--- config.mk ---
export PLATFORM = sky130hd
export DESIGN_NAME = wsp_zdiv_cell
export DESIGN_NICKNAME = d
export VERILOG_FILES = /design/src/rtl/wsp_pkg.sv /design/src/rtl/wsp_zdiv_cell.sv
export SDC_FILE = /design/constraint.sdc
export NUM_CORES = 1
export LEC_CHECK = 0
export BUFFER_PORTS_ARGS = -buffer_cell sky130_fd_sc_hd__clkbuf_2
export CORE_MARGIN = 2
export CORE_UTILIZATION = 49
export DETAILED_ROUTE_END_ITERATION = 7
export HOLD_SLACK_MARGIN = 0.08
export PLACE_DENSITY = 0.85
export SLEW_MARGIN = 40
export SYNTH_ARGS = -nofsm -noshare
export SYNTH_HDL_FRONTEND = slang
export SYNTH_SLANG_ARGS = --single-unit
--- constraint.sdc ---
create_clock -name clk_i -period 12.75 [get_ports clk_i]
set_clock_uncertainty 0.15 [all_clocks]
set_input_delay 1.9125 -clock clk_i [delete_from_list [all_inputs] [get_ports clk_i]]
set_output_delay 1.9125 -clock clk_i [all_outputs]
set_load 0.005 [all_outputs]
--- src/rtl/wsp_pkg.sv ---
// Shared types, widths and constants of the windowed sinc pulse sampler.
// No dependencies; every other file imports this package.
package wsp_pkg;

  // Field and register widths
  localparam int unsigned T_W    = 32;
  localparam int unsigned BW_W   = 24;
  localparam int unsigned ZC_W   = 6;
  localparam int unsigned AP_W   = 17;
  localparam int unsigned PK_W   = 32;
  localparam int unsigned MAG_W  = 32;
  localparam int unsigned CFG_DW = 32;
  localparam int unsigned CFG_IW = 2;

  // Datapath widths
  localparam int unsigned P_W   = T_W + BW_W;  // sample_time * bandwidth
  localparam int unsigned DX_W  = P_W;         // |x| in Q.32
  localparam int unsigned CW    = 34;          // CORDIC x, y, z
  localparam int unsigned WIN_W = 34;          // window, Q2.30 with headroom
  localparam int unsigned SNC_W = 32;          // sinc, signed Q2.30
  localparam int unsigned WS_W  = 34;          // window * sinc
  localparam int unsigned RES_W = 36;          // scaled magnitude before clamp

  // Divider chains
  localparam int unsigned ZDIV_STEP  = 4;
  localparam int unsigned ZDIV_CELLS = P_W / ZDIV_STEP;
  localparam int unsigned SDIV_CELLS = 32;

  // Register indexes
  typedef enum logic [CFG_IW-1:0] {
    REG_BANDWIDTH = 2'd0,
    REG_ZERO_CROSS = 2'd1,
    REG_APODIZATION = 2'd2,
    REG_PEAK_AMP = 2'd3
  } reg_idx_e;

  // Constants
  localparam logic [BW_W-1:0]       BW_RESET    = 24'd655360;
  localparam logic [ZC_W-1:0]       ZC_RESET    = 6'd3;
  localparam logic [AP_W-1:0]       AP_RESET    = 17'd32768;
  localparam logic [PK_W-1:0]       PK_RESET    = 32'd16777216;
  localparam logic [AP_W-1:0]       ALPHA_ONE   = 17'd65536;
  localparam logic signed [CW-1:0]  CORDIC_GAIN = 34'sd652032874;
  localparam logic [31:0]           INV_PI_Q32  = 32'd1367130551;
  localparam logic signed [SNC_W-1:0] SINC_ONE  = 32'sd1073741824;
  localparam logic [31:0]           SINC_ONE_U  = 32'd1073741824;
  localparam logic [RES_W-1:0]      RES_POS_MAX = 36'h07FFFFFFF;
  localparam logic [RES_W-1:0]      RES_NEG_MAX = 36'h080000000;

  // Arctangent of 2^-i in Q0.32 turns
  localparam logic [31:0] ATAN_TURNS [32] = '{
    32'h20000000, 32'h12E4051E, 32'h09FB385B, 32'h051111D4,
    32'h028B0D43, 32'h0145D7E1, 32'h00A2F61E, 32'h00517C55,
    32'h0028BE53, 32'h00145F2F, 32'h000A2F98, 32'h000517CC,
    32'h00028BE6, 32'h000145F3, 32'h0000A2F9, 32'h0000517D,
    32'h000028BE, 32'h0000145F, 32'h00000A30, 32'h00000518,
    32'h0000028C, 32'h00000146, 32'h000000A3, 32'h00000051,
    32'h00000029, 32'h00000014, 32'h0000000A, 32'h00000005,
    32'h00000003, 32'h00000001, 32'h00000001, 32'h00000000
  };

  // Side data carried next to the cell chains
  typedef struct packed {
    logic [31:0]     ph_s;
    logic            xneg;
    logic            zero;
    logic [DX_W-1:0] dx;
  } zside_t;

  typedef struct packed {
    logic            flip_s;
    logic            flip_c;
    logic            xneg;
    logic            zero;
    logic [DX_W-1:0] dx;
  } cside_t;

  typedef struct packed {
    logic [31:0]            sm;
    logic                   sn_neg;
    logic signed [CW-1:0]   cs;
    logic                   xneg;
    logic                   zero;
    logic [DX_W-1:0]        dx;
  } astage_t;

  typedef struct packed {
    logic signed [WIN_W-1:0] win;
    logic                    sgn;
    logic                    zero;
    logic                    sat;
  } sside_t;

  typedef struct packed {
    logic [31:0] r;
    sside_t      sd;
  } bstage_t;

  typedef struct packed {
    logic signed [SNC_W-1:0] sinc;
    logic signed [WIN_W-1:0] win;
  } cstage_t;

  typedef struct packed {
    logic [WS_W-1:0] mag;
    logic            neg;
  } estage_t;

  typedef struct packed {
    logic [RES_W-1:0] res;
    logic             neg;
  } fstage_t;

endpackage

--- src/rtl/wsp_zdiv_cell.sv ---
// One cell of the time / zero-crossings divider: four quotient bits per cell.
// Depends on wsp_pkg.
module wsp_zdiv_cell import wsp_pkg::*; (
  input  logic            clk_i,
  input  logic            en_i,
  input  logic [P_W-1:0]  num_i,
  input  logic [P_W-1:0]  quo_i,
  input  logic [ZC_W-1:0] rem_i,
  input  logic [ZC_W-1:0] den_i,
  output logic [P_W-1:0]  num_o,
  output logic [P_W-1:0]  quo_o,
  output logic [ZC_W-1:0] rem_o
);

  logic [ZC_W:0]        r;
  logic [ZDIV_STEP-1:0] bits;

  // Shift in dividend bits, subtract where it fits
  always_comb begin
    r    = {1'b0, rem_i};
    bits = '0;
    for (int s = 0; s < ZDIV_STEP; s++) begin
      r = {r[ZC_W-1:0], num_i[P_W-1-s]};
      if (r >= {1'b0, den_i}) begin
        r = r - {1'b0, den_i};
        bits[ZDIV_STEP-1-s] = 1'b1;
      end
    end
  end

  // Hand the partial result to the next cell
  always_ff @(posedge clk_i) begin
    if (en_i) begin
      num_o <= num_i << ZDIV_STEP;
      quo_o <= {quo_i[P_W-ZDIV_STEP-1:0], bits};
      rem_o <= r[ZC_W-1:0];
    end
  end

endmodule

==> results.md <==
- RSZ-0062 raised after global routing: no
- Die Ht: 103 um
- Max-Cap Viols: 0
- Slew margin rel.: 52.8%
- # H-tree levels: 4
- First-pass GRT wire length: 16700 um
- Core Util, Final: 71.5%
- Clk slew on worst S/H paths: 0.06 ns
- Total track usage: 21.4%
- Clk buf depth: 2
- Share of layout cells above drive strength 1: 50.7%
- Via count: 3371
- Nets: 693
- Total gr overflow: 0
- Final period demand of the worst path: 9.11 ns
- Full die area: 10500 um2
- CTS Hold Buffers Added: 0
- Synth warn: 0
- Tightest Pin Transition: 0.709 ns
- Kind of critical path: primary input to register
- EDFF count, synth: 114
- CORE AREA: 9330 um2
- Fillers: 651
- Worst vdd ir: 0.198 mV
- FF+latch count, synth: 114
- Post-CTS Repair Setup Buffers: 0
- Vias in the first global route: 3340
- Leak: 3.05 nW
- Routed Antenna Nets: 0
- Most frequent cells in the layout: clkbuf_2 (234), edfxtp_1 (114), ha_1 (24), inv_1 (21), a21oi_1 (18)
- Worst endpoint required time: 12.83 ns
- Via density: 4.95
- Crit path DAT: 9.18 ns
- Wirelength, routed: 11800 um
- # resized after CTS: 0
- Largest family of logic cells by synthesized area: adder cells
- Post-route clock period utilization: 71.4%
- CTS sink count: 114
- Hold Worst Slack: 1.44 ns
- Worst Setup Start Kind: primary input
- Mean area per synthesized cell: 16.5 um2
- Slowest-stage cell, CP: o21ai_0
- Final Total Pwr: 1.36 mW
- DRT iter0 DRCs: 168
- DIE WIDTH: 103 um
- Synthesized area: 4770 um2
- PortBufs: 235
- Setup TNS Final: 0 ns
- Row cnt: 35
- # IOs: 244
- Highest clock rate: 110 MHz
- Routed len/inst: 17.4 um
- Element type at the critical path end: register
- DRT Pass-1 Iters: 4
- Filler-free cell count of the finished design: 681
- Sequential area share after synthesis: 71.8%
- Post-synthesis xor/xnor area fraction: 2.76%
- # setup viols final: 0
- Max-slew violations: 0
- Placed Cells: 649
- CP Max Fanout: 14
- Leading area contributor after synthesis: edfxtp_1
- Adder-cell share of the synthesized area: 7.98%
- Outcome: finished clean
- Pwr dens: 204 nW/um2
- Initial antenna violation count: 0
- Ant. Diodes: 0
- Top-area cell type share of the netlist area: 71.8%
- CP peak stage delay: 0.57 ns
- Top_reg_cell synth: edfxtp_1
- FFs w/ async S/R, synth: 0%
- Largest net degree at the start of global routing: 60
- Root Driver: clkbuf_8
- Dpl hpwl: 9350 um
- Synth Instances: 288
- Synth area leaders: edfxtp_1 (72%), ha_1 (6.3%), a21oi_1 (1.9%)
- Syn-to-layout area delta: 39.9%
- TritonCTS clock tree: yes
- GPL Wtd Cong: 0.894
- DRC errors left: 0
- Synth Area in Compound Gates: 7.30%
- Simple-gate share of the synthesized area: 4.20%
- Distinct cells, synth: 39
- Commonest non-fill, non-tap cell in the layout: clkbuf_2
- Hold Path Class: primary input to register
- Hold violation total from the final report: 0
- Initial Utilization: 51.1%
- TritonCTS Buffers: 17
- Mux share of post-synthesis cell area: 2.99%
cells in the mapped netlist, drive strengths merged, types with 2 or more instances:
cell and instances:
nand3 3, o21a 2, nand2b 2, edfxtp 114
xor2 5, mux2i 6, nand2 7, o21ai 13
buf 7, nor3 2, and3 4, xnor2 10
nor2 12, mux2 7, a311o 2, ha 24
inv 21, fa 4, a221o 4, nor4bb 2
a21o 6, nor2b 3, a21oi 18
routing by layer:
layer / up-vias / wire, um / GRT usage [%]
met4: 0 / 212 / 8.21
met1: 1611 / 4160 / 22.5
met2: 143 / 6560 / 39.8
met3: 18 / 891 / 6.85
met5: - / 0 / 0
li1: 1599 / - / -
path summary, 6_finish.rpt:
check,start,to,cells after the start
max,den_i[1],rem_o[5],29
min,quo_i[42],quo_o[46],1
worst max-delay path, delay by kind of cell:
kind                       cells  cell delay, ns
adders and majority gates      4            1.26
and+or+nand+nor                4            0.45
AOI/OAI and AO/OA             16            4.21
buffers and inverters          3            0.38
muxes                          2            0.97
flip-flops by register name, indices dropped and copies added (netlist names):
register,count
num_o,52
rem_o,6
quo_o,56
layout make-up:
type | instances | area, um2 | area share (%)
Sequential cell | 114 | 3420 | 51.4
Clock buffer | 17 | 414 | 6.21
Tap cell | 129 | 161 | 2.42
Clock inverter | 15 | 181 | 2.72
Inverter | 21 | 78.8 | 1.18
Multi-Input combinational cell | 149 | 1220 | 18.3
Timing Repair Buffer | 236 | 1190 | 17.8
cells by family (layout without fill, tap and decap cells):
| group | Yosys count | in the layout |
|---|---|---|
| compound gates | 51 | 51 |
| mux | 13 | 13 |
| fa+ha+maj | 28 | 28 |
| buf+inv | 28 | 289 |
| xor+xnor | 15 | 15 |
| other cells | 1 | 4 |
| flops | 114 | 114 |
| simple gates | 38 | 38 |
stage by stage:
stage	setup slack [ns]	instance area, um2
floorplan	4.22	4780
global placement	3.14	6070
detailed placement	3.17	6070
CTS	3.69	6670
global route	3.18	6670
finish	3.64	6670
report_power, final:
part | total (mW) | internal (mW) | switching [mW]
clock | 0.463 | 0.299 | 0.164
combinational | 0.410 | 0.193 | 0.216
sequential | 0.486 | 0.474 | 0.0111
(Power assumes the default switching activity.)
