<file path="src/rtl/wsp_pkg.sv">
// Shared types, widths and constants of the windowed sinc pulse sampler.
// No dependencies; every other file imports this package.
package wsp_pkg;

  // Field and register widths
  localparam int unsigned T_W    = 32;
  localparam int unsigned BW_W   = 24;
  localparam int unsigned ZC_W   = 6;
  localparam int unsigned AP_W   = 17;
  localparam int unsigned PK_W   = 32;
  localparam int unsigned MAG_W  = 32;
  localparam int unsigned CFG_DW = 32;
  localparam int unsigned CFG_IW = 2;

  // Datapath widths
  localparam int unsigned P_W   = T_W + BW_W;  // sample_time * bandwidth
  localparam int unsigned DX_W  = P_W;         // |x| in Q.32
  localparam int unsigned CW    = 34;          // CORDIC x, y, z
  localparam int unsigned WIN_W = 34;          // window, Q2.30 with headroom
  localparam int unsigned SNC_W = 32;          // sinc, signed Q2.30
  localparam int unsigned WS_W  = 34;          // window * sinc
  localparam int unsigned RES_W = 36;          // scaled magnitude before clamp

  // Divider chains
  localparam int unsigned ZDIV_STEP  = 4;
  localparam int unsigned ZDIV_CELLS = P_W / ZDIV_STEP;
  localparam int unsigned SDIV_CELLS = 32;

  // Register indexes
  typedef enum logic [CFG_IW-1:0] {
    REG_BANDWIDTH = 2'd0,
    REG_ZERO_CROSS = 2'd1,
    REG_APODIZATION = 2'd2,
    REG_PEAK_AMP = 2'd3
  } reg_idx_e;

  // Constants
  localparam logic [BW_W-1:0]       BW_RESET    = 24'd655360;
  localparam logic [ZC_W-1:0]       ZC_RESET    = 6'd3;
  localparam logic [AP_W-1:0]       AP_RESET    = 17'd32768;
  localparam logic [PK_W-1:0]       PK_RESET    = 32'd16777216;
  localparam logic [AP_W-1:0]       ALPHA_ONE   = 17'd65536;
  localparam logic signed [CW-1:0]  CORDIC_GAIN = 34'sd652032874;
  localparam logic [31:0]           INV_PI_Q32  = 32'd1367130551;
  localparam logic signed [SNC_W-1:0] SINC_ONE  = 32'sd1073741824;
  localparam logic [31:0]           SINC_ONE_U  = 32'd1073741824;
  localparam logic [RES_W-1:0]      RES_POS_MAX = 36'h07FFFFFFF;
  localparam logic [RES_W-1:0]      RES_NEG_MAX = 36'h080000000;

  // Arctangent of 2^-i in Q0.32 turns
  localparam logic [31:0] ATAN_TURNS [32] = '{
    32'h20000000, 32'h12E4051E, 32'h09FB385B, 32'h051111D4,
    32'h028B0D43, 32'h0145D7E1, 32'h00A2F61E, 32'h00517C55,
    32'h0028BE53, 32'h00145F2F, 32'h000A2F98, 32'h000517CC,
    32'h00028BE6, 32'h000145F3, 32'h0000A2F9, 32'h0000517D,
    32'h000028BE, 32'h0000145F, 32'h00000A30, 32'h00000518,
    32'h0000028C, 32'h00000146, 32'h000000A3, 32'h00000051,
    32'h00000029, 32'h00000014, 32'h0000000A, 32'h00000005,
    32'h00000003, 32'h00000001, 32'h00000001, 32'h00000000
  };

  // Side data carried next to the cell chains
  typedef struct packed {
    logic [31:0]     ph_s;
    logic            xneg;
    logic            zero;
    logic [DX_W-1:0] dx;
  } zside_t;

  typedef struct packed {
    logic            flip_s;
    logic            flip_c;
    logic            xneg;
    logic            zero;
    logic [DX_W-1:0] dx;
  } cside_t;

  typedef struct packed {
    logic [31:0]            sm;
    logic                   sn_neg;
    logic signed [CW-1:0]   cs;
    logic                   xneg;
    logic                   zero;
    logic [DX_W-1:0]        dx;
  } astage_t;

  typedef struct packed {
    logic signed [WIN_W-1:0] win;
    logic                    sgn;
    logic                    zero;
    logic                    sat;
  } sside_t;

  typedef struct packed {
    logic [31:0] r;
    sside_t      sd;
  } bstage_t;

  typedef struct packed {
    logic signed [SNC_W-1:0] sinc;
    logic signed [WIN_W-1:0] win;
  } cstage_t;

  typedef struct packed {
    logic [WS_W-1:0] mag;
    logic            neg;
  } estage_t;

  typedef struct packed {
    logic [RES_W-1:0] res;
    logic             neg;
  } fstage_t;

endpackage

</file>
<file path="src/rtl/wsp_cordic_cell.sv">
// One rotation-mode CORDIC iteration with a fixed shift and angle.
// Depends on wsp_pkg for widths and the arctangent table.
module wsp_cordic_cell import wsp_pkg::*; #(
  parameter int unsigned STAGE = 0
) (
  input  logic                 clk_i,
  input  logic                 en_i,
  input  logic signed [CW-1:0] x_i,
  input  logic signed [CW-1:0] y_i,
  input  logic signed [CW-1:0] z_i,
  output logic signed [CW-1:0] x_o,
  output logic signed [CW-1:0] y_o,
  output logic signed [CW-1:0] z_o
);

  logic signed [CW-1:0] dx, dy, ang;

  // Floor shifts and this iteration's angle
  assign dx  = y_i >>> STAGE;
  assign dy  = x_i >>> STAGE;
  assign ang = signed'(CW'(ATAN_TURNS[STAGE]));

  // Rotate toward zero residual angle
  always_ff @(posedge clk_i) begin
    if (en_i) begin
      if (!z_i[CW-1]) begin
        x_o <= x_i - dx;
        y_o <= y_i + dy;
        z_o <= z_i - ang;
      end else begin
        x_o <= x_i + dx;
        y_o <= y_i - dy;
        z_o <= z_i + ang;
      end
    end
  end

endmodule

</file>
<file path="config.mk">
export PLATFORM = sky130hd
export DESIGN_NAME = wsp_cordic_cell
export DESIGN_NICKNAME = d
export VERILOG_FILES = /design/src/rtl/wsp_pkg.sv /design/src/rtl/wsp_cordic_cell.sv
export SDC_FILE = /design/constraint.sdc
export NUM_CORES = 1
export LEC_CHECK = 0
export BUFFER_PORTS_ARGS = -buffer_cell sky130_fd_sc_hd__buf_2
export CORE_MARGIN = 10
export CORE_UTILIZATION = 25
export DETAILED_ROUTE_END_ITERATION = 10
export GPL_TIMING_DRIVEN = 0
export SLEW_MARGIN = 20
export SYNTH_ARGS = -nofsm -noshare
export SYNTH_HDL_FRONTEND = slang
export SYNTH_SLANG_ARGS = --single-unit
</file>
<file path="constraint.sdc">
create_clock -name clk_i -period 5.33 [get_ports clk_i]
set_input_delay 1.066 -clock clk_i [delete_from_list [all_inputs] [get_ports clk_i]]
set_output_delay 1.066 -clock clk_i [all_outputs]
set_load 0.02 [all_outputs]
</file>
==> flow_metrics.py <==
metrics = {
    "drt": {
        "firstDrtPassIters": 6,
        "wl_mm": 33.0,
        "avgViaCountPerCell": 4.93,
        "routedWlPerCell_um": 19.7,
        "drcViolationCount": 0,
        "drt_iter0_drc": 605,
        "drtAntennaViolNets": 0,
        "num_vias": 8282,
    },
    "job": {
        "maxCapViolations": 0,
    },
    "power": {
        "p_sw_uw": 1090,
        "combPwrFrac_pct": 39.8,
        "switching_share_pct": 38.7,
        "p_clk_share_pct": 22.9,
        "seq_power_share_pct": 37.3,
        "internal_power_uw": 1730,
        "power.total_uw": 2820,
        "ir_worst_vdd_mv": 0.155,
        "p_leak_uw": 0.00479,
        "p_per_area_nw_per_um2": 261,
    },
    "logic_synthesis": {
        "avgSynthCellArea_um2": 8.94,
        "postSynthCellCount": 996,
        "netlist_top_cells_area": "edfxtp_1 (34%), ha_1 (14%), a21oi_1 (5.8%)",
        "syn-cell-area_um2": 8900,
        "ys_async_sr_fraction_pct": 0,
        "synth_edf_count": 101,
        "synth_largest_area_cell": "edfxtp_1",
        "synth_ff_type": "edfxtp_1",
        "ys_ff_latch": 101,
        "synth_nets": 1206,
        "yosysWarnings": 0,
        "yosys.area.top_type_share_pct": 34.1,
        "synth-seq-area-share_pct": 34.1,
        "yosys-top-cells-count": "a21oi_1 (104), inv_1 (104), ha_1 (102)",
        "synth.distinct_cells": 77,
    },
    "setup_path": {
        "crit_path_max_incr_delay_ns": 0.56,
        "path_max_fanout": 5,
        "crit_type": "input pin to register",
        "cp_common_cell": "o211ai_1",
        "slowest_stage": "a221oi_2",
        "cp_top_family": "compound AO/OA/AOI/OAI gates",
        "required_ns": 5.41,
        "path_cells": "buf_2, ha_1, fa_1, nor2b_1, o211ai_1, a2bb2oi_1, a211oi_2, o211ai_1, a221oi_2, and2_1, a31oi_2, xnor2_1",
        "end_kind": "register",
        "arrival_ns": 4.44,
        "crit_buf_inv": 1,
        "cp-start-kind": "input pin",
    },
    "floorplanning": {
        "die_x_um": 209,
        "pin_count": 206,
        "initial_core_util_pct": 25.2,
        "dieArea_um2": 43600,
        "dieHeight_um": 209,
        "rows": 69,
        "core_area_um2": 35300,
    },
    "global_routing": {
        "grt_overflow_total": 0,
        "grt_start_max_net_pins": 52,
        "grt_pass1_vias": 8213,
        "track_usage_pct": 14.6,
        "antenna_found_initial": 2,
        "grt_pass1_wl_mm": 50.6,
    },
    "clocking": {
        "cts.root.buffer_cell": "clkbuf_16",
        "tritoncts": "done",
        "cts_max_path_buffers": 2,
        "cts_resized": 0,
        "numCtsBuffers": 9,
        "post_cts_buffers": 0,
        "holdBufCountCts": 0,
        "clock_sinks": 101,
        "cts_max_level": 3,
        "path_clk_slew_ns": 0.08,
    },
    "outcome": {
        "status": "completed",
    },
    "timing": {
        "final.period_utilization_pct": 81.7,
        "relSlewSlack_pct": 34.0,
        "rsz0062_at_grt": "no",
        "worst_slew_pin_slew_ns": 0.990,
        "setup_viol_count_final": 0,
        "fmax_mhz": 230,
        "finalCriticalPeriod_ns": 4.36,
        "setup_slack_ns": 0.974,
        "hold_viol_final": 0,
        "finalSetupTns_ns": 0,
        "maxSlewViolCount": 0,
    },
    "min_path": {
        "hold_path_class": "input pin to register",
    },
    "placement": {
        "placement.setup.worst_slack_ns": 0.647,
        "hpwlAfterDp_mm": 27.2,
        "port_buffers": 204,
        "gp_congestion": 0.931,
        "dpl_cell_area_um2": 10500,
    },
    "finish": {
        "finalNetCount": 1422,
        "postLayoutCoreUtil_pct": 30.6,
        "fin_area_um2": 10800,
        "drive_above_1_share_pct": 21.3,
        "syn2layout_area_growth_pct": 21.5,
    },
}
-- power by group through the flow --
stage               clock network [uW]  logic, uW  registers, uW
global placement                     0       1110           1070
floorplan                            0        553           1220
detailed placement                   0       1120           1070
global route                       700       1220           1060
CTS                                670       1120           1060
finish                             647       1120           1050
-- state kept, by name, indices dropped and copies added, names as in the netlist --
register / count
y_o: 33
x_o: 34
z_o: 34
-- path summary, 6_finish.rpt --
check,slack [ns],start,cells after the start,endpoint
worst max-delay path,0.97,x_i[0],12,x_o[28]$_DFFE_PP_
worst min-delay path,0.88,z_i[13],1,z_o[13]$_DFFE_PP_
-- cells in the final DEF (no fill, tap or decap), types with 14 or more instances in the layout --
cell	synthesis	layout
nand2_1	47	47
inv_1	104	104
ha_1	102	102
o31ai_1	15	15
nor2_1	94	94
o21bai_1	18	18
mux2i_1	14	14
a21oi_1	104	104
xnor2_1	55	55
a21o_1	30	30
o211ai_1	14	14
o21ai_0	60	60
clkbuf_1	22	22
buf_2	14	217
edfxtp_1	101	101
-- kinds of logic after synthesis --
| group | synth area share [%] |
|---|---|
| buffers and inverters | 6.94 |
| muxes | 1.57 |
| and+or+nand+nor | 11.9 |
| DFF | 34.1 |
| adders and majority gates | 15.2 |
| AOI/OAI and AO/OA | 23.7 |
| xor gates and xnor gates | 6.59 |
-- layout make-up --
cell class / count / area, um^2
Fill cell: 3767 / 24500
Multi-Input combinational cell: 740 / 5250
Sequential cell: 101 / 3030
Timing Repair Buffer: 205 / 1050
Tap cell: 461 / 577
Inverter: 107 / 402
Clock buffer: 9 / 225
Buffer: 48 / 216
Clock inverter: 7 / 56.3
Antenna cell: 1 / 2.50
-- per-layer routing --
metal  wire (um)  share of wire [%]  global-route usage (%)
met1       14800                 45                    19.3
met2       15400                 47                    24.0
met3        2300                7.0                    2.88
met4         497                1.5                    3.52
met5          12              0.036                       0
-- metrics by stage --
step                hold WS (ns)  instances
CTS                        0.859       1678
global route               0.850       1678
global placement            1.24       1661
detailed placement          1.24       1662
finish                     0.877       1679
floorplan                   1.16        996
Note: power is estimated with default switching activity, not from simulation.
