### src/rtl/wsp_pkg.sv
// Shared types, widths and constants of the windowed sinc pulse sampler.
// No dependencies; every other file imports this package.
package wsp_pkg;

  // Field and register widths
  localparam int unsigned T_W    = 32;
  localparam int unsigned BW_W   = 24;
  localparam int unsigned ZC_W   = 6;
  localparam int unsigned AP_W   = 17;
  localparam int unsigned PK_W   = 32;
  localparam int unsigned MAG_W  = 32;
  localparam int unsigned CFG_DW = 32;
  localparam int unsigned CFG_IW = 2;

  // Datapath widths
  localparam int unsigned P_W   = T_W + BW_W;  // sample_time * bandwidth
  localparam int unsigned DX_W  = P_W;         // |x| in Q.32
  localparam int unsigned CW    = 34;          // CORDIC x, y, z
  localparam int unsigned WIN_W = 34;          // window, Q2.30 with headroom
  localparam int unsigned SNC_W = 32;          // sinc, signed Q2.30
  localparam int unsigned WS_W  = 34;          // window * sinc
  localparam int unsigned RES_W = 36;          // scaled magnitude before clamp

  // Divider chains
  localparam int unsigned ZDIV_STEP  = 4;
  localparam int unsigned ZDIV_CELLS = P_W / ZDIV_STEP;
  localparam int unsigned SDIV_CELLS = 32;

  // Register indexes
  typedef enum logic [CFG_IW-1:0] {
    REG_BANDWIDTH = 2'd0,
    REG_ZERO_CROSS = 2'd1,
    REG_APODIZATION = 2'd2,
    REG_PEAK_AMP = 2'd3
  } reg_idx_e;

  // Constants
  localparam logic [BW_W-1:0]       BW_RESET    = 24'd655360;
  localparam logic [ZC_W-1:0]       ZC_RESET    = 6'd3;
  localparam logic [AP_W-1:0]       AP_RESET    = 17'd32768;
  localparam logic [PK_W-1:0]       PK_RESET    = 32'd16777216;
  localparam logic [AP_W-1:0]       ALPHA_ONE   = 17'd65536;
  localparam logic signed [CW-1:0]  CORDIC_GAIN = 34'sd652032874;
  localparam logic [31:0]           INV_PI_Q32  = 32'd1367130551;
  localparam logic signed [SNC_W-1:0] SINC_ONE  = 32'sd1073741824;
  localparam logic [31:0]           SINC_ONE_U  = 32'd1073741824;
  localparam logic [RES_W-1:0]      RES_POS_MAX = 36'h07FFFFFFF;
  localparam logic [RES_W-1:0]      RES_NEG_MAX = 36'h080000000;

  // Arctangent of 2^-i in Q0.32 turns
  localparam logic [31:0] ATAN_TURNS [32] = '{
    32'h20000000, 32'h12E4051E, 32'h09FB385B, 32'h051111D4,
    32'h028B0D43, 32'h0145D7E1, 32'h00A2F61E, 32'h00517C55,
    32'h0028BE53, 32'h00145F2F, 32'h000A2F98, 32'h000517CC,
    32'h00028BE6, 32'h000145F3, 32'h0000A2F9, 32'h0000517D,
    32'h000028BE, 32'h0000145F, 32'h00000A30, 32'h00000518,
    32'h0000028C, 32'h00000146, 32'h000000A3, 32'h00000051,
    32'h00000029, 32'h00000014, 32'h0000000A, 32'h00000005,
    32'h00000003, 32'h00000001, 32'h00000001, 32'h00000000
  };

  // Side data carried next to the cell chains
  typedef struct packed {
    logic [31:0]     ph_s;
    logic            xneg;
    logic            zero;
    logic [DX_W-1:0] dx;
  } zside_t;

  typedef struct packed {
    logic            flip_s;
    logic            flip_c;
    logic            xneg;
    logic            zero;
    logic [DX_W-1:0] dx;
  } cside_t;

  typedef struct packed {
    logic [31:0]            sm;
    logic                   sn_neg;
    logic signed [CW-1:0]   cs;
    logic                   xneg;
    logic                   zero;
    logic [DX_W-1:0]        dx;
  } astage_t;

  typedef struct packed {
    logic signed [WIN_W-1:0] win;
    logic                    sgn;
    logic                    zero;
    logic                    sat;
  } sside_t;

  typedef struct packed {
    logic [31:0] r;
    sside_t      sd;
  } bstage_t;

  typedef struct packed {
    logic signed [SNC_W-1:0] sinc;
    logic signed [WIN_W-1:0] win;
  } cstage_t;

  typedef struct packed {
    logic [WS_W-1:0] mag;
    logic            neg;
  } estage_t;

  typedef struct packed {
    logic [RES_W-1:0] res;
    logic             neg;
  } fstage_t;

endpackage

### src/rtl/wsp_sdiv_cell.sv
// One cell of the sinc divider: one quotient bit of |sin| * 2^32 / |x|.
// Depends on wsp_pkg.
module wsp_sdiv_cell import wsp_pkg::*; (
  input  logic            clk_i,
  input  logic            en_i,
  input  logic [DX_W-1:0] rem_i,
  input  logic [DX_W-1:0] den_i,
  input  logic [31:0]     quo_i,
  output logic [DX_W-1:0] rem_o,
  output logic [DX_W-1:0] den_o,
  output logic [31:0]     quo_o
);

  logic [DX_W:0] r2, diff;
  logic          ge;

  // Shift in a zero bit and try the subtract
  assign r2   = {rem_i, 1'b0};
  assign ge   = r2 >= {1'b0, den_i};
  assign diff = r2 - {1'b0, den_i};

  // Hand remainder, divisor and quotient to the next cell
  always_ff @(posedge clk_i) begin
    if (en_i) begin
      rem_o <= ge ? diff[DX_W-1:0] : r2[DX_W-1:0];
      den_o <= den_i;
      quo_o <= {quo_i[30:0], ge};
    end
  end

endmodule

### config.mk
export PLATFORM = sky130hd
export DESIGN_NAME = wsp_sdiv_cell
export DESIGN_NICKNAME = d
export VERILOG_FILES = /design/src/rtl/wsp_pkg.sv /design/src/rtl/wsp_sdiv_cell.sv
export SDC_FILE = /design/constraint.sdc
export NUM_CORES = 1
export LEC_CHECK = 0
export ABC_AREA = 1
export BUFFER_PORTS_ARGS = -buffer_cell sky130_fd_sc_hd__buf_2
export CAP_MARGIN = 10
export CELL_PAD_IN_SITES_DETAIL_PLACEMENT = 2
export CELL_PAD_IN_SITES_GLOBAL_PLACEMENT = 2
export CORE_ASPECT_RATIO = 1.1
export CORE_MARGIN = 4
export CORE_UTILIZATION = 31
export DETAILED_ROUTE_END_ITERATION = 10
export PLACE_DENSITY = 0.86
export SLEW_MARGIN = 20
export SYNTH_ARGS = -nofsm -noshare
export SYNTH_HDL_FRONTEND = slang
export SYNTH_SLANG_ARGS = --single-unit
### constraint.sdc
create_clock -name clk_i -period 5.4 [get_ports clk_i]
set_clock_uncertainty 0.2 [all_clocks]
set_input_delay 0 -clock clk_i [delete_from_list [all_inputs] [get_ports clk_i]]
set_output_delay 0 -clock clk_i [all_outputs]
set_load 0.02 [all_outputs]
==> impl_metrics.csv, run 1 <==
group,metric,value,unit
power,internal_power,2.49,mW
synthesis,synth_xor_area_frac,0.0241,
sta,final_hold_viol_count,0,
placed_design,gp_congestion,0.850,
die,fp.dieH,201,um
worst_hold_path,holdPathStages,2,
layout,fin_nets,2106,
routing,drt_pass1_iterations,5,
synthesis,synth_top_family_by_area,"simple AND/OR/NAND/NOR gates",
worst_setup_path,worst-path-buf-inv,6,
synthesis,synth_compound_area_frac,0.0353,
power,seqPwrFrac,0.354,
synthesis,syn_avg_cell_area,7.19,sq um
synthesis,synth_top_area_frac,0.411,
layout,diodes,0,
worst_setup_path,cp.arrival,3.97,ns
cts,cts_sinks,144,
sta,max_freq,252,MHz
power,comb_power_share,0.318,
run_status,status,"completed",
cts,cts_buffers,17,
synthesis,ys.flop_type,"edfxtp_1",
sta,fin_hold_ws,0.0298,ns
power,p_sw_frac,0.387,
cts,post_cts_buffers,0,
synthesis,synth_fa_ha_area_frac,0.0684,
die,fp.dieArea,0.0370,sq mm
cts,htree_levels,4,
synthesis,synth_edf_count,144,
sta,worst_pin_slew,1.07,ns
grt,antenna_found_initial,0,
power,cellPowerDensity,280,mW/mm^2
synthesis,yosysMostFrequentCell,"nand2_1",
sta,final.setup.tns,0,ns
placed_design,post_dp_cell_area,0.0124,sq mm
cts,cts.clk_slew.worst_paths,0.09,ns
layout,regArea,0.00432,sq mm
layout,synthToLayoutAreaGrowth,37.4,%
worst_setup_path,critPathLaunchType,"input port",
layout,fin_util,0.434,
layout,fin_cells,2348,
synthesis,seq_area_frac_synth,0.411,
worst_setup_path,critPathMaxStageDelay,0.53,ns
routing,wl_per_cell,24.8,um
die,row_count,70,
synthesis,yosys.area_share.simple,0.321,
die,ios,290,
sta,slew_violations,0,
worst_setup_path,crit_chain,"dlygate4sd3_1 > buf_2 > inv_1 > ha_1 > nand2_1 > inv_1 > nand2_1 > nand2_1 > nand2_1 > nand2_1 > nand2_1 > nand2_1 > a21oi_2 > buf_4 > nand3_4 > buf_12 > o21ai_0",
worst_setup_path,crit_top_cell,"nand2_1",
worst_setup_path,crit_start,"den_i[27]",
routing,vias_per_cell,4.99,
die,die_w,184,um
layout,drive_gt1_frac,0.196,
grt,grt_usage,0.310,
sta,layout_min_cycle_time,3.97,ns
routing,vias,11700,
grt,grt_pass1_wl,86.3,mm
layout,finalInstanceArea,0.0145,sq mm
routing,dr.first_iter.drc_count,567,
synthesis,yosysWarnings,0,
placed_design,port_buffers,288,
cts,cts_buffer_depth,2,
sta,setup_viol,0,
worst_hold_path,hold_start,"quo_i[10]",
cts,root_buffer,"clkbuf_16",
placed_design,place_inst,2173,
grt,grt_overflow,0,
die,start_util,0.316,
synthesis,yosys.cell_types.count,33,
power,p_clk_frac,0.327,
worst_setup_path,crit_slowest_cell,"dlygate4sd3_1",
worst_setup_path,critPathCaptureType,"register",
synthesis,yosysTopAreaCell,"edfxtp_1",
layout,multiInputGateArea,0.00474,sq mm
routing,wl,58.2,mm
routing,ant_nets,0,
grt,grt_start_max_net_pins,98,
worst_setup_path,required,5.40,ns
worst_hold_path,hp-class,"in -> reg",
power,leakage,7.81,nW
synthesis,async_flop_share,0,
sta,rsz0062_at_grt,"false",
synthesis,muxShareOfSynthArea,0,
synthesis,ys_ff_latch,144,
placed_design,dp_hpwl,38.2,mm
synthesis,synth_nets,1668,
synthesis,syn_area,0.0105,sq mm
synthesis,syn_inst,1465,
worst_setup_path,crit_type,"in -> reg",
sta,slew_headroom,0.286,
die,core,0.0334,sq mm
worst_setup_path,cp_max_fo,47,
synthesis,synth_area_leaders,"edfxtp_1 41%, nand2_1 20%, inv_1 12%",
flow_run,drv_cap,0,
power,power_switching,1.57,mW
grt,use_met2,0.610,
grt,gr-usage-met1,0.310,
grt,grt_pass1_vias,13800,
grt,grt-busiest-layer,"met2",
worst_setup_path,timing.critical_path.max_delay_family,"buffers and inverters",
sta,finalCritPeriodShare,0.736,
power,ir_drop,222,uV
cts,tritoncts,"done",
layout,fill_cells,3902,
worst_hold_path,min_to,"quo_o[11]$_DFFE_PP_",
grt,grt_use_met3,0.0405,
routing,drc,0,
synthesis,yosys-top-cells-count,"558 x nand2_1, 340 x inv_1, 144 x edfxtp_1",
==> timing repair <==
action	in CTS	in global routing
gates resized for setup	0	0
setup endpoints to repair	0	0
hold endpoints to repair	176	0
hold buffers	143	0
==> worst max path at each step <==
stage | to | cells after the start
CTS | rem_o[23]$_DFFE_PP_ | 16
global placement | rem_o[27]$_DFFE_PP_ | 14
floorplan | rem_o[45]$_DFFE_PP_ | 13
global route | rem_o[23]$_DFFE_PP_ | 17
finish | rem_o[23]$_DFFE_PP_ | 17
detailed placement | rem_o[23]$_DFFE_PP_ | 16
==> state kept, by name, indices dropped and copies added, names as in the netlist <==
| name | cells |
|---|---|
| den_o | 56 |
| quo_o | 32 |
| rem_o | 56 |
==> cells by family after synthesis <==
logic type	count (synthesis)
and+or+nand+nor	789
buffers and inverters	373
DFF	144
AOI/OAI and AO/OA	73
adders and majority gates	57
xor gates and xnor gates	29
==> power by group through the flow <==
stage	combinational [mW]	sequential, mW	clock, mW
final	1.29	1.44	1.33
after global routing	1.39	1.45	1.38
after CTS	1.23	1.42	1.30
after detailed placement	1.13	1.44	0
after global placement	1.07	1.43	0
after floorplan	0.511	1.59	0
==> layer usage <==
layer / routed length, um / vias to the layer above
met2: 32000 / 383
met4: 3390 / 0
met1: 20800 / 5795
li1: - / 5393
met5: 0 / -
met3: 1960 / 145
==> layout make-up <==
class,count,area share
clock buffers,17,0.0294
repair buffers,437,0.203
clock inverters,15,0.0119
well taps,432,0.0374
flip-flops and latches,144,0.299
multi-input cells,948,0.327
inverters,355,0.0921
==> cells in the final DEF (no fill, tap or decap), types with 22 or more instances in the layout <==
| cell type | n |
|---|---|
| nand4_1 | 42 |
| nand3_1 | 35 |
| nor2_1 | 89 |
| buf_2 | 287 |
| edfxtp_1 | 144 |
| dlygate4sd3_1 | 143 |
| a21oi_1 | 38 |
| xor2_1 | 26 |
| ha_1 | 56 |
| nand2_1 | 558 |
| o21ai_1 | 22 |
| inv_1 | 340 |
==> stage by stage <==
stage / total power, mW / worst slack, ns
floorplan: 2.10 / 3.42
global placement: 2.50 / 2.09
detailed placement: 2.58 / 1.86
CTS: 3.95 / 1.78
global route: 4.21 / 1.33
finish: 4.05 / 1.43
Note: power is estimated with default switching activity, not from simulation.
==> run 2: changes to the inputs <==
--- a/config.mk
+++ b/config.mk
@@ -12,9 +12,9 @@
 export CELL_PAD_IN_SITES_GLOBAL_PLACEMENT = 2
 export CORE_ASPECT_RATIO = 1.1
 export CORE_MARGIN = 4
-export CORE_UTILIZATION = 31
+export CORE_UTILIZATION = 26
 export DETAILED_ROUTE_END_ITERATION = 10
-export PLACE_DENSITY = 0.86
+export PLACE_DENSITY = 0.77
 export SLEW_MARGIN = 20
 export SYNTH_ARGS = -nofsm -noshare
 export SYNTH_HDL_FRONTEND = slang
==> constraint.sdc (replaced) <==
create_clock -name clk_i -period 3.2 [get_ports clk_i]
set_clock_uncertainty 0.2 [all_clocks]
set_input_delay 0 -clock clk_i [delete_from_list [all_inputs] [get_ports clk_i]]
set_output_delay 0 -clock clk_i [all_outputs]
set_load 0.02 [all_outputs]
==> impl_metrics.csv, run 2 (synthesized netlist as in run 1, its figures left out) <==
group,metric,value,unit
layout,fin_nets,2109,
layout,mostFrequentLayoutCell,"nand2_1",
sta,setup_viol,0,
cts,cts_sinks,144,
routing,vias,10900,
placed_design,gp_congestion,0.855,
layout,diodes,0,
die,fp.dieH,219,um
sta,rsz0062_at_grt,"false",
worst_setup_path,crit_type,"in -> reg",
cts,cts_buffers,17,
worst_setup_path,critPathCaptureType,"register",
worst_setup_path,cp_max_fo,38,
die,core,0.0401,sq mm
worst_setup_path,required,3.17,ns
cts,cts_hold_buf,143,
flow_run,drv_cap,0,
grt,antenna_found_initial,0,
worst_setup_path,worst-path-stages,14,
worst_setup_path,worst-path-buf-inv,5,
sta,slew_violations,0,
layout,drive_gt1_frac,0.196,
worst_setup_path,timing.critical_path.max_delay_family,"simple AND/OR/NAND/NOR gates",
worst_setup_path,crit_chain,"dlygate4sd3_1 > buf_2 > inv_1 > ha_1 > nand2_1 > inv_2 > nand2_1 > nor2_1 > nand2_1 > nor3_2 > nand4_1 > nand3_4 > buf_12 > o21ai_0",
worst_hold_path,hp-class,"in -> reg",
sta,slew_headroom,0.535,
worst_hold_path,hold_start,"quo_i[10]",
run_status,status,"completed",
routing,wl_per_cell,19.5,um
cts,htree_levels,4,
placed_design,port_buffers,288,
power,leakage,7.84,nW
die,start_util,0.263,
sta,finalCritPeriodShare,0.950,
layout,top_regs,"den_o (56), rem_o (56), quo_o (32)",
die,ios,290,
routing,ant_nets,0,
layout,finalInstanceArea,0.0147,sq mm
cts,post_cts_buffers,0,
sta,layout_min_cycle_time,3.04,ns
routing,wl,47.5,mm
routing,vias_per_cell,4.48,
worst_setup_path,crit_top_cell,"nand2_1",
grt,grt_overflow,0,
worst_setup_path,crit_slowest_cell,"dlygate4sd3_1",
routing,drt_pass1_iterations,4,
grt,grt_start_max_net_pins,63,
placed_design,dp_slack,0.426,ns
cts,cts.repair.resized,0,
power,cellPowerDensity,454,mW/mm^2
worst_setup_path,critPathMaxStageDelay,0.57,ns
placed_design,post_dp_cell_area,0.0126,sq mm
cts,root_buffer,"clkbuf_16",
worst_setup_path,cp.arrival,3.01,ns
cts,cts.clk_slew.worst_paths,0.07,ns
grt,grt_usage,0.215,
sta,final.setup.tns,0,ns
sta,max_freq,329,MHz
routing,drc,0,
die,fp.dieArea,0.0438,sq mm
routing,dr.first_iter.drc_count,335,
sta,fin_ws,0.161,ns
worst_setup_path,critPathLaunchType,"input port",
placed_design,dp_hpwl,37.0,mm
power,ir_drop,390,uV
worst_setup_path,crit_start,"den_i[37]",
grt,grt_pass1_vias,12300,
layout,synthToLayoutAreaGrowth,39.2,%
sta,worst_pin_slew,0.697,ns
worst_hold_path,holdPathStages,2,
die,row_count,77,
sta,final_hold_viol_count,0,
layout,fill_cells,4710,
die,die_w,200,um
layout,layout_common_cells,"558 x nand2_1, 340 x inv_1, 287 x buf_2, 144 x edfxtp_1, 143 x dlygate4sd3_1",
cts,tritoncts,"done",
grt,grt_pass1_wl,70.6,mm
cts,cts_buffer_depth,2,
run 2: power by group:
| part | internal [mW] | switching [mW] | leakage, nW | total (mW) |
|---|---|---|---|---|
| logic | 0.692 | 1.34 | 6.13 | 2.03 |
| registers | 2.33 | 0.0647 | 1.41 | 2.39 |
| clock network | 1.32 | 0.908 | 0.303 | 2.23 |
| total | 4.34 | 2.31 | 7.84 | 6.65 |
run 2: per-layer routing:
layer	track usage	share of wire
met5	0	0
met4	0.0491	0.015
met3	0.0283	0.025
met2	0.437	0.57
met1	0.230	0.39
run 2: per-stage QoR:
step | utilization | hold WS, ns | instances | power, mW
6_report | 0.366 | 0.0592 | 2432 | 6.65
5_1_grt | 0.366 | 0.0458 | 2432 | 7.02
4_1_cts | 0.366 | 0.0199 | 2432 | 6.72
3_5_place_dp | 0.314 | -0.0217 | 2257 | 4.32
3_3_place_gp | 0.314 | -0.0226 | 2257 | 4.25
2_1_floorplan | - | -0.101 | 1465 | 3.55
run 2: worst paths after layout:
path,to,slack [ns]
setup / recovery,rem_o[30]$_DFFE_PP_,0.16
hold / removal,quo_o[11]$_DFFE_PP_,0.06
run 2: final cells by class:
cell class / count / area (sq um) / area share
tap: 513 / 642 / 0.0438
clock buffer: 18 / 429 / 0.0293
multi-input combinational: 948 / 4740 / 0.323
timing repair buffer: 440 / 2980 / 0.204
clock inverter: 14 / 205 / 0.0140
sequential: 144 / 4320 / 0.295
inverter: 355 / 1330 / 0.0909
